## config.mk

```make
export PLATFORM = sky130hd
export DESIGN_NAME = sync_length_frame_deframer_unit
export DESIGN_NICKNAME = d
export VERILOG_FILES = /design/src/rtl/core/sldf_pkg.sv /design/src/rtl/core/sldf_front.sv /design/src/rtl/core/sldf_queue.sv /design/src/rtl/core/sldf_back.sv /design/src/rtl/core/sync_length_frame_deframer_unit.sv
export SDC_FILE = /design/constraint.sdc
export NUM_CORES = 1
export LEC_CHECK = 0
export BUFFER_PORTS_ARGS = -buffer_cell sky130_fd_sc_hd__buf_4
export CORE_UTILIZATION = 61
export DETAILED_ROUTE_END_ITERATION = 8
export PLACE_DENSITY = 0.8
export SLEW_MARGIN = 10
export SYNTH_ARGS = -nofsm -noshare
export SYNTH_HDL_FRONTEND = slang
export SYNTH_SLANG_ARGS = --single-unit
```

## constraint.sdc

```tcl
create_clock -name i_clk -period 5.5 [get_ports i_clk]
set_input_delay 0.275 -clock i_clk [delete_from_list [all_inputs] [get_ports i_clk]]
set_output_delay 0.275 -clock i_clk [all_outputs]
set_load 0.01 [all_outputs]
```

## src/rtl/core/sldf_pkg.sv

```systemverilog
// Shared types and constants for the sync/length frame deframer.
`timescale 1ns / 1ps
package sldf_pkg;

    localparam logic [7:0]  SYNC_FIRST   = 8'hAA;
    localparam logic [7:0]  SYNC_SECOND  = 8'h55;
    localparam logic [15:0] HEADER_BYTES = 16'd4;
    localparam logic [15:0] LIMIT_RESET  = 16'd256;

    localparam int QUEUE_DEPTH = 4;
    localparam int QPTR_W      = $clog2(QUEUE_DEPTH);
    localparam int QCNT_W      = $clog2(QUEUE_DEPTH + 1);

    // Index of the last header word when a header command is expanded
    localparam logic [1:0] HDR_LAST_IDX = 2'd3;

    typedef enum logic [2:0] {
        PH_HUNT_AA  = 3'd0,
        PH_HUNT_55  = 3'd1,
        PH_LEN_HI   = 3'd2,
        PH_LEN_LO   = 3'd3,
        PH_PAYLOAD  = 3'd4
    } t_phase;

    // One command from the parser to the output side
    typedef struct packed {
        logic        is_header;   // expands into four header words
        logic [7:0]  data_byte;   // payload byte, or low length byte for a header
        logic [7:0]  len_hi;      // high length byte (header only)
        logic [15:0] offset;      // payload byte offset
        logic [15:0] length;      // frame length
        logic        last;        // final payload byte
    } t_cmd;

endpackage

```

## src/rtl/core/sldf_front.sv

```systemverilog
// Front end: parses received bytes into header and payload commands.
`timescale 1ns / 1ps
module sldf_front
    import sldf_pkg::*;
(
    input  logic        i_clk,
    input  logic        i_rst_n,
    input  logic        i_cfg_valid,
    input  logic [15:0] i_cfg_data,
    input  logic        i_byte_valid,
    input  logic [7:0]  i_byte,
    output logic        o_push,
    output t_cmd        o_cmd
);

    t_phase      r_phase, n_phase;
    logic [7:0]  r_len_hi, n_len_hi;
    logic [15:0] r_acc_len, n_acc_len;
    logic [15:0] r_offset, n_offset;
    logic [15:0] r_limit;

    logic [15:0] w_len;
    logic        w_len_ok;
    logic        w_pay_last;

    assign w_len      = {r_len_hi, i_byte};
    assign w_len_ok   = (w_len < r_limit) && (w_len >= HEADER_BYTES);
    assign w_pay_last = ({1'b0, r_offset} + 17'd1) >= {1'b0, r_acc_len};

    // Hold the length limit; the user must write it only while idle, the block does not enforce this
    always_ff @(posedge i_clk) begin
        if (!i_rst_n) begin
            r_limit <= LIMIT_RESET;
        end else if (i_cfg_valid) begin
            r_limit <= i_cfg_data;
        end
    end

    // Advance the parser state
    always_ff @(posedge i_clk) begin
        if (!i_rst_n) begin
            r_phase   <= PH_HUNT_AA;
            r_len_hi  <= 8'd0;
            r_acc_len <= 16'd0;
            r_offset  <= 16'd0;
        end else if (i_byte_valid) begin
            r_phase   <= n_phase;
            r_len_hi  <= n_len_hi;
            r_acc_len <= n_acc_len;
            r_offset  <= n_offset;
        end
    end

    // Next state
    always_comb begin
        n_phase   = r_phase;
        n_len_hi  = r_len_hi;
        n_acc_len = r_acc_len;
        n_offset  = r_offset;
        case (r_phase)
            PH_HUNT_55: begin
                if (i_byte == SYNC_SECOND) begin
                    n_phase = PH_LEN_HI;
                end else if (i_byte != SYNC_FIRST) begin
                    n_phase = PH_HUNT_AA;
                end
            end
            PH_LEN_HI: begin
                n_len_hi = i_byte;
                n_phase  = PH_LEN_LO;
            end
            PH_LEN_LO: begin
                if (!w_len_ok) begin
                    n_phase = PH_HUNT_AA;
                end else begin
                    n_acc_len = w_len;
                    if (w_len == HEADER_BYTES) begin
                        n_phase = PH_HUNT_AA;
                    end else begin
                        n_offset = HEADER_BYTES;
                        n_phase  = PH_PAYLOAD;
                    end
                end
            end
            PH_PAYLOAD: begin
                if (w_pay_last) begin
                    n_phase = PH_HUNT_AA;
                end else begin
                    n_offset = r_offset + 16'd1;
                end
            end
            default: begin
                n_phase = (i_byte == SYNC_FIRST) ? PH_HUNT_55 : PH_HUNT_AA;
            end
        endcase
    end

    // Command outputs
    always_comb begin
        o_push          = 1'b0;
        o_cmd.is_header = 1'b0;
        o_cmd.data_byte = i_byte;
        o_cmd.len_hi    = r_len_hi;
        o_cmd.offset    = r_offset;
        o_cmd.length    = r_acc_len;
        o_cmd.last      = w_pay_last;
        case (r_phase)
            PH_LEN_LO: begin
                o_push          = i_byte_valid && w_len_ok;
                o_cmd.is_header = 1'b1;
                o_cmd.length    = w_len;
                o_cmd.last      = (w_len == HEADER_BYTES);
            end
            PH_PAYLOAD: begin
                o_push = i_byte_valid;
            end
            default: begin
                o_push = 1'b0;
            end
        endcase
    end

endmodule

```

## src/rtl/core/sldf_queue.sv

```systemverilog
// Short command queue between the parser and the output side.
`timescale 1ns / 1ps
module sldf_queue
    import sldf_pkg::*;
(
    input  logic i_clk,
    input  logic i_rst_n,
    input  logic i_push,
    input  t_cmd i_cmd,
    input  logic i_pop,
    output t_cmd o_cmd,
    output logic o_full,
    output logic o_empty
);

    t_cmd              r_mem [QUEUE_DEPTH];
    logic [QPTR_W-1:0] r_wptr;
    logic [QPTR_W-1:0] r_rptr;
    logic [QCNT_W-1:0] r_count;

    assign o_full  = (r_count == QCNT_W'(QUEUE_DEPTH));
    assign o_empty = (r_count == '0);
    assign o_cmd   = r_mem[r_rptr];

    // Store pushed commands
    always_ff @(posedge i_clk) begin
        if (i_push) begin
            r_mem[r_wptr] <= i_cmd;
        end
    end

    // Track pointers and fill level
    always_ff @(posedge i_clk) begin
        if (!i_rst_n) begin
            r_wptr  <= '0;
            r_rptr  <= '0;
            r_count <= '0;
        end else begin
            if (i_push) begin
                r_wptr <= r_wptr + QPTR_W'(1);
            end
            if (i_pop) begin
                r_rptr <= r_rptr + QPTR_W'(1);
            end
            case ({i_push, i_pop})
                2'b10:   r_count <= r_count + QCNT_W'(1);
                2'b01:   r_count <= r_count - QCNT_W'(1);
                default: r_count <= r_count;
            endcase
        end
    end

endmodule

```

## src/rtl/core/sldf_back.sv

```systemverilog
// Back end: expands commands into output words and drives the master stream.
`timescale 1ns / 1ps
module sldf_back
    import sldf_pkg::*;
(
    input  logic        i_clk,
    input  logic        i_rst_n,
    input  t_cmd        i_cmd,
    input  logic        i_empty,
    output logic        o_pop,
    output logic        o_valid,
    input  logic        i_ready,
    output logic [7:0]  o_frame_byte,
    output logic [15:0] o_byte_offset,
    output logic [15:0] o_frame_length,
    output logic        o_last_of_frame
);

    logic       r_busy, n_busy;
    t_cmd       r_cmd, n_cmd;
    logic [1:0] r_idx, n_idx;

    logic w_take;
    logic w_advance;

    assign w_take    = r_busy && i_ready;
    assign w_advance = !r_busy || w_take;

    // Step through header words, else pull the next command
    always_comb begin
        n_busy = r_busy;
        n_cmd  = r_cmd;
        n_idx  = r_idx;
        o_pop  = 1'b0;
        if (w_take && r_cmd.is_header && (r_idx != HDR_LAST_IDX)) begin
            n_idx = r_idx + 2'd1;
        end else if (w_advance) begin
            if (!i_empty) begin
                o_pop  = 1'b1;
                n_cmd  = i_cmd;
                n_idx  = 2'd0;
                n_busy = 1'b1;
            end else begin
                n_busy = 1'b0;
            end
        end
    end

    always_ff @(posedge i_clk) begin
        if (!i_rst_n) begin
            r_busy <= 1'b0;
            r_idx  <= 2'd0;
        end else begin
            r_busy <= n_busy;
            r_idx  <= n_idx;
        end
    end

    always_ff @(posedge i_clk) begin
        r_cmd <= n_cmd;
    end

    // Select the word fields
    always_comb begin
        o_valid        = r_busy;
        o_frame_length = r_cmd.length;
        if (r_cmd.is_header) begin
            o_byte_offset   = {14'd0, r_idx};
            o_last_of_frame = r_cmd.last && (r_idx == HDR_LAST_IDX);
            case (r_idx)
                2'd0:    o_frame_byte = SYNC_FIRST;
                2'd1:    o_frame_byte = SYNC_SECOND;
                2'd2:    o_frame_byte = r_cmd.len_hi;
                default: o_frame_byte = r_cmd.data_byte;
            endcase
        end else begin
            o_byte_offset   = r_cmd.offset;
            o_last_of_frame = r_cmd.last;
            o_frame_byte    = r_cmd.data_byte;
        end
    end

endmodule

```

## src/rtl/core/sync_length_frame_deframer_unit.sv

```systemverilog
// Top level of the sync/length frame deframer.
//
// Slave stream (i_s_*): one received serial byte per word. Master stream
// (o_m_*): one frame byte per word with its offset and the frame length;
// tlast marks the final byte of a frame. Frames start with 0xAA 0x55 and a
// 16-bit big-endian total length; lengths below 4 or at or above the limit
// are dropped and the hunt for 0xAA resumes.
// Config channel (i_cfg_*): writes the 16-bit frame length limit; it is
// always ready and must be written only while the block is idle.
// Path: an accepted payload byte is written into the command queue, then
// popped into the output register. The fourth header byte yields four words.
// Throughput: one byte per cycle on both sides for payload while the receiver
// is ready; the single output stage sends a header as four words. A four-entry
// command queue lets the parser run ahead while the output side works.
// Reset: synchronous, active low; the parser hunts for 0xAA, the queue is
// empty and the limit returns to 256.
// Receiver stall: the output word holds, the queue fills, and o_s_tready
// drops once the queue is full.
`timescale 1ns / 1ps
module sync_length_frame_deframer_unit
    import sldf_pkg::*;
(
    input  logic        i_clk,
    input  logic        i_rst_n,
    input  logic        i_cfg_valid,
    output logic        o_cfg_ready,
    input  logic [15:0] i_cfg_data,
    input  logic        i_s_tvalid,
    output logic        o_s_tready,
    input  logic [7:0]  i_s_tdata,   // [7:0] rx_byte
    output logic        o_m_tvalid,
    input  logic        i_m_tready,
    output logic [39:0] o_m_tdata,   // [7:0] frame_byte, [23:8] byte_offset,
                                     // [39:24] frame_length
    output logic        o_m_tlast    // last_of_frame
);

    logic        w_accept;
    logic        w_push;
    t_cmd        w_push_cmd;
    logic        w_pop;
    t_cmd        w_head_cmd;
    logic        w_full;
    logic        w_empty;
    logic [7:0]  w_frame_byte;
    logic [15:0] w_byte_offset;
    logic [15:0] w_frame_length;

    assign o_cfg_ready = 1'b1;
    assign o_s_tready  = !w_full;
    assign w_accept    = i_s_tvalid && !w_full;
    assign o_m_tdata   = {w_frame_length, w_byte_offset, w_frame_byte};

    sldf_front u_front (
        .i_clk        (i_clk),
        .i_rst_n      (i_rst_n),
        .i_cfg_valid  (i_cfg_valid),
        .i_cfg_data   (i_cfg_data),
        .i_byte_valid (w_accept),
        .i_byte       (i_s_tdata),
        .o_push       (w_push),
        .o_cmd        (w_push_cmd)
    );

    sldf_queue u_queue (
        .i_clk   (i_clk),
        .i_rst_n (i_rst_n),
        .i_push  (w_push),
        .i_cmd   (w_push_cmd),
        .i_pop   (w_pop),
        .o_cmd   (w_head_cmd),
        .o_full  (w_full),
        .o_empty (w_empty)
    );

    sldf_back u_back (
        .i_clk           (i_clk),
        .i_rst_n         (i_rst_n),
        .i_cmd           (w_head_cmd),
        .i_empty         (w_empty),
        .o_pop           (w_pop),
        .o_valid         (o_m_tvalid),
        .i_ready         (i_m_tready),
        .o_frame_byte    (w_frame_byte),
        .o_byte_offset   (w_byte_offset),
        .o_frame_length  (w_frame_length),
        .o_last_of_frame (o_m_tlast)
    );

endmodule

```

; Word level (Yosys, flattened, before mapping)
; Memory sizes are Yosys's and may differ from the RTL's. A register that Yosys moved wholly into a read port is not among the register bits.
; Index checks and enable logic that the tools add are counted.
[classes]
n_addsub = 7
magnitude_cmp = 3
n_eq_ne = 21
mux = 27
bitwise_logic = 2
n_reduce_logical = 22
[ops]
columns = cell, count
row1 = $mux 16, 4
row2 = $pmux 16 s2, 1
row3 = $pmux 8 s3, 1
row4 = $add 16x1->17 const B, 1
row5 = $ge 17x16->1, 1
row6 = $mux 17, 1
row7 = $add 16x1->16 const B, 1
row8 = $eq 16x3->1 const B, 1
row9 = $ge 16x3->1 const B, 1
row10 = $lt 16x16->1, 1
row11 = $mux 3, 5
row12 = $pmux 3 s4, 1
row13 = $reduce_and 3->1, 3
row14 = $eq 8x7->1 const B, 1
row15 = $eq 8x8->1 const B, 1
row16 = $mux 1, 8
row17 = $mux 8, 1
row18 = $ne 2x2->1 const B, 4
row19 = $ne 8x8->1 const B, 1
row20 = $logic_and 1x1->1, 7
row21 = $add 2x1->2 const B, 3
row22 = $eq 2x2->1 const B, 3
row23 = $eq 3x2->1 const B, 2
row24 = $eq 3x3->1 const B, 2
row25 = 17 further kinds, 27
[word_totals]
ff_bits = 69
mem_bits_rw = 200
out_inout_bits = 44
word_cells = 93
memories = 1
[memory_table]
columns = name, depth, word_bits, rd, rd_ports_with_merged_regs, wr, line_no
row1 = u_queue.r_mem, 4, 50, 1, 1, 1, sldf_queue.sv:16  ; t_cmd r_mem [QUEUE_DEPTH];

; Depth between registers and ports, before layout
[depth]
depth_word = 7
mapped_depth = 15
mapped_depth_nobuf = 14

; Cells and area by module
; Synthesis repeated with hierarchy kept, for this count alone.
[hier_totals]
cells_unflattened = 871
area_unflattened_um2 = 13412.9
[by_module_without_submodules]
columns = module, n_inst, cells_each, area_per_inst_um2, seq_area_each_um2
row1 = sldf_queue, 1, 308, 7722.4, 6185.9
row2 = sldf_front, 1, 419, 3533.4, 1181.1
row3 = sldf_back, 1, 140, 2135.8, 1561.5
row4 = sync_length_frame_deframer_unit, 1, 4, 21.3, 0.0

; Least setup slack after synthesis
; Ideal clock, no wire load.
[synth_path]
path_type = register -> register
from = register u_front.r_len_hi[1]
to = memory u_queue.r_mem[0][0] (netlist name) (enable)
t_arrival_ns = 4.097
path_slack_ns = 0.940
stages_incl_launch_ff = 10
path_buffers = 1
path_cell_list = dfxtp_1 > ha_1 > a21o_1 > a31oi_1 > o21ai_1 > o31a_1 > nor2_4 > nor2b_1 > buf_2 > nor2b_1
[synth_between]
elab_chain_cells = 6
[synth_rtl]
columns = element, line_no
row1 = start: declaration, sldf_front.sv:17  ; logic [7:0] r_len_hi, n_len_hi;
row2 = start signal: assignment, sldf_front.sv:48  ; r_len_hi <= n_len_hi;
row3 = $lt 16x16->1 or $ge 16x3->1 (tied branches), sldf_front.sv:27  ; assign w_len_ok = (w_len < r_limit) && (w_len >= HEADER_BYTES);
row4 = $logic_and 1x1->1 (*), sldf_front.sv:27
row5 = $logic_and 1x1->1 (*), sldf_front.sv:109  ; o_push = i_byte_valid && w_len_ok;
row6 = $pmux 1 s2 (*), sldf_front.sv:107  ; case (r_phase)
row7 = $mux 1 (*), sldf_queue.sv:27  ; if (i_push) begin
row8 = $mux 1 (not written as such) (*), sldf_queue.sv:28  ; r_mem[r_wptr] <= i_cmd;
row9 = end: declaration, sldf_queue.sv:16
; Mark *: on every way between the ends. The rest lies on a longest branch, timed or not.

; Final worst setup path
[layout_path]
from = register u_front.r_len_hi[3]
to = register u_queue.r_count[2]
[layout_between]
elab_chain_cells = 6
[layout_rtl]
columns = element, line_no
row1 = $lt 16x16->1 or $ge 16x3->1 (tied branches), sldf_front.sv:27
row2 = $logic_and 1x1->1 (*), sldf_front.sv:27
row3 = $logic_and 1x1->1 (*), sldf_front.sv:109
row4 = $pmux 1 s2 (*), sldf_front.sv:107
row5 = $eq 2x1->1 or $eq 2x2->1 (tied branches), sldf_queue.sv:45  ; case ({i_push, i_pop})
row6 = $pmux 3 s2 or $reduce_bool 2->1 (tied branches), n/a
row7 = end signal: assignment, sldf_queue.sv:46  ; 2'b10: r_count <= r_count + QCNT_W'(1);
row8 = end signal: assignment, sldf_queue.sv:47  ; 2'b01: r_count <= r_count - QCNT_W'(1);
row9 = end signal: assignment, sldf_queue.sv:48  ; default: r_count <= r_count;
row10 = end: declaration, sldf_queue.sv:19  ; logic [QCNT_W-1:0] r_count;
; Marked as above.
; A chain may end at the register's enable or synchronous reset.

==> results by group <==
Global route
  • GRT overflow: 0
  • Number of global-route vias before repair: 7,481
  • Maximum number of pins on one net before global-route repair: 74
  • Number of antenna violations at the first check in global routing: 0
  • Wire length of the first global-routing pass: a little over 40,000 um
  • Overall routing resource usage: between 20 and 25%

Hold path
  • Class of the tightest hold or removal check: primary input to flip-flop
  • Hold path depth: 3
  • HP Start: i_cfg_data[7]

Power
  • Internal cell power: around 4.3 mW
  • Worst VDD drop: 231.2 uV
  • Sw frac: around a quarter
  • Sequential cell fraction of total power: about 50%
  • Ratio of total power to cell area: 366.7 mW/mm^2
  • Share of total power in combinational logic: 12.1%
  • Portion of total power attributed to the clock network: 37.2%
  • Sw power: about 1.3 mW
  • Leak pwr: 5.663 nW
  • Total power: around 5.7 mW

Floorplanning
  • DIE AREA: 0.02277 sq mm
  • Number of rows created at floorplan: 54
  • Width of the die: ~150 um
  • Starting density of the core: a little over 60%
  • Y dimension of the die: 150.9 um
  • Boundary Pins: between 70 and 80
  • Standard cell core area: 0.02176 sq mm

Detailed routing
  • Mean routed wirelength per cell: roughly 21 um
  • DR vias: 7,385
  • DR iter-0 viols: between 500 and 600
  • Post-route DRC: 0
  • First-pass DRT Iterations: 6
  • DRT Wirelength: around 26,000 um
  • Post-DRT Antenna Nets: 0
  • Number of vias per cell: between 5 and 6

Synth
  • Count of flip-flops with a built-in enable after synthesis: 250
  • Primary flip-flop cell chosen by synthesis mapping: sky130_fd_sc_hd__edfxtp_1
  • Yosys cell types: between 60 and 70
  • Mean post-synth cell area: roughly 15 sq um
  • Share of synthesized area occupied by flip-flops and latches: 65.72%
  • Number of nets produced by synthesis: ~950
  • Count of warnings emitted by yosys: 0
  • Post-synthesis cell count: roughly 870
  • FFs w/ async S/R, synth: 0%
  • Cell area after technology mapping: 0.01352 sq mm
  • Synthesis-stage register bit count: between 300 and 400

Layout
  • Commonest non-fill, non-tap cell in the layout: sky130_fd_sc_hd__edfxtp_1
  • Share of layout cells above drive strength 1: 22.53%
  • Total of fill cells in the finished design: ~1,400
  • P&R area growth vs syn: 14.07%
  • # nets final: slightly above 1,000
  • Leading cell types in the layout, fill and taps excluded: sky130_fd_sc_hd__edfxtp_1 (250), sky130_fd_sc_hd__buf_4 (79), sky130_fd_sc_hd__dfxtp_1 (67)
  • Non-Filler Cell Area, Final: 0.01543 sq mm
  • Antenna diode count: 0
  • Final core occ: between 70% and 80%

Timing
  • Number of hold violations in the final report: 0
  • Unrepaired setup endpoints after global routing: no
  • Final worst clock skew: roughly 0.013 ns
  • Max-slew violation count: 0
  • Worst-case hold slack: between 0.02 and 0.025 ns
  • Worst relative slew slack: 31.32%
  • Period utilisation layout: approximately 73%
  • Slew @ Worst Pin: around 1 ns
  • Setup_tns: 0 ns
  • Maximum operating frequency: ~250 MHz
  • Shortest period the worst path allows: ~4.0 ns
  • Number of endpoints failing setup at the final stage: 0

Placed design
  • Count of port buffers added during placement: 71
  • Dpl cell area: about 0.014 sq mm
  • Final Wtd Congestion: roughly 0.83
  • Half-perimeter wire length after placement: about 16,000 um

Worst setup path
  • Reg2Reg Depth: 13
  • Critical Path End Type: flip-flop
  • Critical path fanouts, max: 17
  • Source of the worst register-to-register timing path: u_front.r_len_hi[3]
  • Arrival time of the worst setup path: 4.47 ns
  • WP data required: between 5 and 6 ns
  • Classification of the worst setup path: flip-flop to flip-flop
  • Crit start category: flip-flop
  • Flop2flop setup slack: 1.50 ns
  • CP Launch Point: u_front.r_len_hi[3]

CTS
  • Later-pin clock latency in the skew report: around 0.55 ns
  • Cell at the root of the clock tree: sky130_fd_sc_hd__clkbuf_16
  • Count of hold buffers inserted by post-cts repair: 18
  • Maximum count of clock buffers along a single path: 3
  • Htree depth: 1
  • Clock slew at the register clock pins of the worst setup and hold paths: roughly 0.060 ns
  • Post-CTS Setup Bufs: 0
  • Resized cells post-CTS: 0
  • Clock tree from TritonCTS: yes
  • Total CTS buffers: 31
  • # clock sinks: approximately 320

Run
  • Max_cap viols: 0

Run status
  • Status: complete, no violations
==> flip-flops by register name, indices dropped and copies added, names as in the netlist <==
signal / flops
u_back.r_idx: 2
u_front.r_phase: 3
u_queue.r_mem: 200
u_back.o_frame_length: 16
u_back.r_cmd: 34
u_queue.r_count: 3
u_front.r_offset: 16
u_front.r_len_hi: 8
u_front.r_acc_len: 16
u_back.o_valid: 1
u_queue.r_wptr: 2
u_front.r_limit: 16
u_queue.r_rptr: 2
==> Yosys cell counts, types with 4 or more instances <==
cell type | count | share of area (%)
sky130_fd_sc_hd__edfxtp_1 | 250 | 56
sky130_fd_sc_hd__dfxtp_1 | 69 | 10
sky130_fd_sc_hd__nor2b_1 | 66 | 3.1
sky130_fd_sc_hd__mux4_2 | 50 | 8.3
sky130_fd_sc_hd__inv_1 | 42 | 1.2
sky130_fd_sc_hd__ha_1 | 41 | 3.8
sky130_fd_sc_hd__mux2i_1 | 41 | 3.0
sky130_fd_sc_hd__nand2_1 | 36 | 1.0
sky130_fd_sc_hd__clkbuf_1 | 22 | 0.61
sky130_fd_sc_hd__nor2_1 | 22 | 0.61
sky130_fd_sc_hd__a21oi_1 | 20 | 0.74
sky130_fd_sc_hd__mux2_2 | 19 | 1.6
sky130_fd_sc_hd__o21ai_0 | 19 | 0.70
sky130_fd_sc_hd__buf_4 | 17 | 0.94
sky130_fd_sc_hd__buf_2 | 13 | 0.48
sky130_fd_sc_hd__nand4_1 | 12 | 0.56
sky130_fd_sc_hd__nor3_1 | 10 | 0.37
sky130_fd_sc_hd__nand3_1 | 9 | 0.33
sky130_fd_sc_hd__o21ai_1 | 9 | 0.33
sky130_fd_sc_hd__o221a_1 | 9 | 0.75
sky130_fd_sc_hd__xnor2_1 | 9 | 0.58
sky130_fd_sc_hd__xor2_1 | 9 | 0.58
sky130_fd_sc_hd__and2_1 | 7 | 0.32
sky130_fd_sc_hd__and3_1 | 7 | 0.32
sky130_fd_sc_hd__a21boi_0 | 5 | 0.28
sky130_fd_sc_hd__o211ai_1 | 5 | 0.28
sky130_fd_sc_hd__a2bb2oi_1 | 4 | 0.26
sky130_fd_sc_hd__nor4_1 | 4 | 0.19
sky130_fd_sc_hd__or3_1 | 4 | 0.19
==> area by class of cell <==
| cell class | count | area, sq um | share of cell area (%) |
|---|---|---|---|
| Inverter | 43 | 163.9 | 1.062 |
| Tap cell | 280 | 350.3 | 2.271 |
| Clock buffer | 38 | 842.1 | 5.458 |
| Timing Repair Buffer | 98 | 793.3 | 5.142 |
| Clock inverter | 19 | 187.7 | 1.217 |
| Sequential cell | 319 | 8894 | 57.65 |
| Multi-Input combinational cell | 455 | 4197 | 27.20 |
==> cell families (layout without fill, tap and decap cells) <==
logic type                 Yosys count  count (layout)  synth area share (%)
AOI/OAI and AO/OA                   87              87                 4.274
xor gates and xnor gates            18              18                 1.166
adders and majority gates           42              42                 3.941
buffers and inverters              100             198                 3.553
DFF                                319             319                 65.72
muxes                              110             110                 12.94
other                                1               1               0.02773
and+or+nand+nor                    197             197                 8.373
==> per-layer routing <==
| layer | vias up | global-route usage (%) | part of all wire (%) |
|---|---|---|---|
| met4 | 0 | 7.300 | 2.1 |
| li1 | 3419 | - | - |
| met1 | 3709 | 33.63 | 43 |
| met5 | - | 0 | 0 |
| met2 | 214 | 40.32 | 50 |
| met3 | 43 | 3.102 | 5.1 |
==> through the flow <==
stage	cells	setup WS [ns]
6_report	1252	1.501
2_1_floorplan	874	0.9396
5_1_grt	1252	1.204
3_3_place_gp	1177	1.627
4_1_cts	1252	1.497
3_5_place_dp	1177	1.541
==> final timing paths <==
| check | end |
|---|---|
| worst max-delay path | u_queue.r_count[2] |
| worst min register to register | u_front.r_limit[8] |
| worst min-delay path | u_front.r_limit[7] |
| worst max register to register | u_queue.r_count[2] |
==> worst max-delay path, cell delays in order (launching register included) <==
cell,delay (ns)
sky130_fd_sc_hd__dfxtp_1,0.45
sky130_fd_sc_hd__ha_1,0.39
sky130_fd_sc_hd__a31oi_1,0.14
sky130_fd_sc_hd__a21oi_1,0.19
sky130_fd_sc_hd__o31a_1,0.28
sky130_fd_sc_hd__nor2_4,0.04
sky130_fd_sc_hd__buf_4,0.23
sky130_fd_sc_hd__nor2b_1,0.83
sky130_fd_sc_hd__ha_1,0.33
sky130_fd_sc_hd__inv_1,0.06
sky130_fd_sc_hd__fa_1,0.37
sky130_fd_sc_hd__xor2_1,0.16
sky130_fd_sc_hd__or3_1,0.30
sky130_fd_sc_hd__a21boi_0,0.15
==> power by group through the flow <==
stage	combinational (mW)	sequential, mW	clock, mW
final	0.682	2.87	2.10
after CTS	0.690	2.87	2.13
after detailed placement	0.673	2.92	0
after global routing	0.748	2.89	2.22
after global placement	0.661	2.92	0
after floorplan	0.463	2.88	0
No activity file was read; power rests on OpenSTA's default activity.
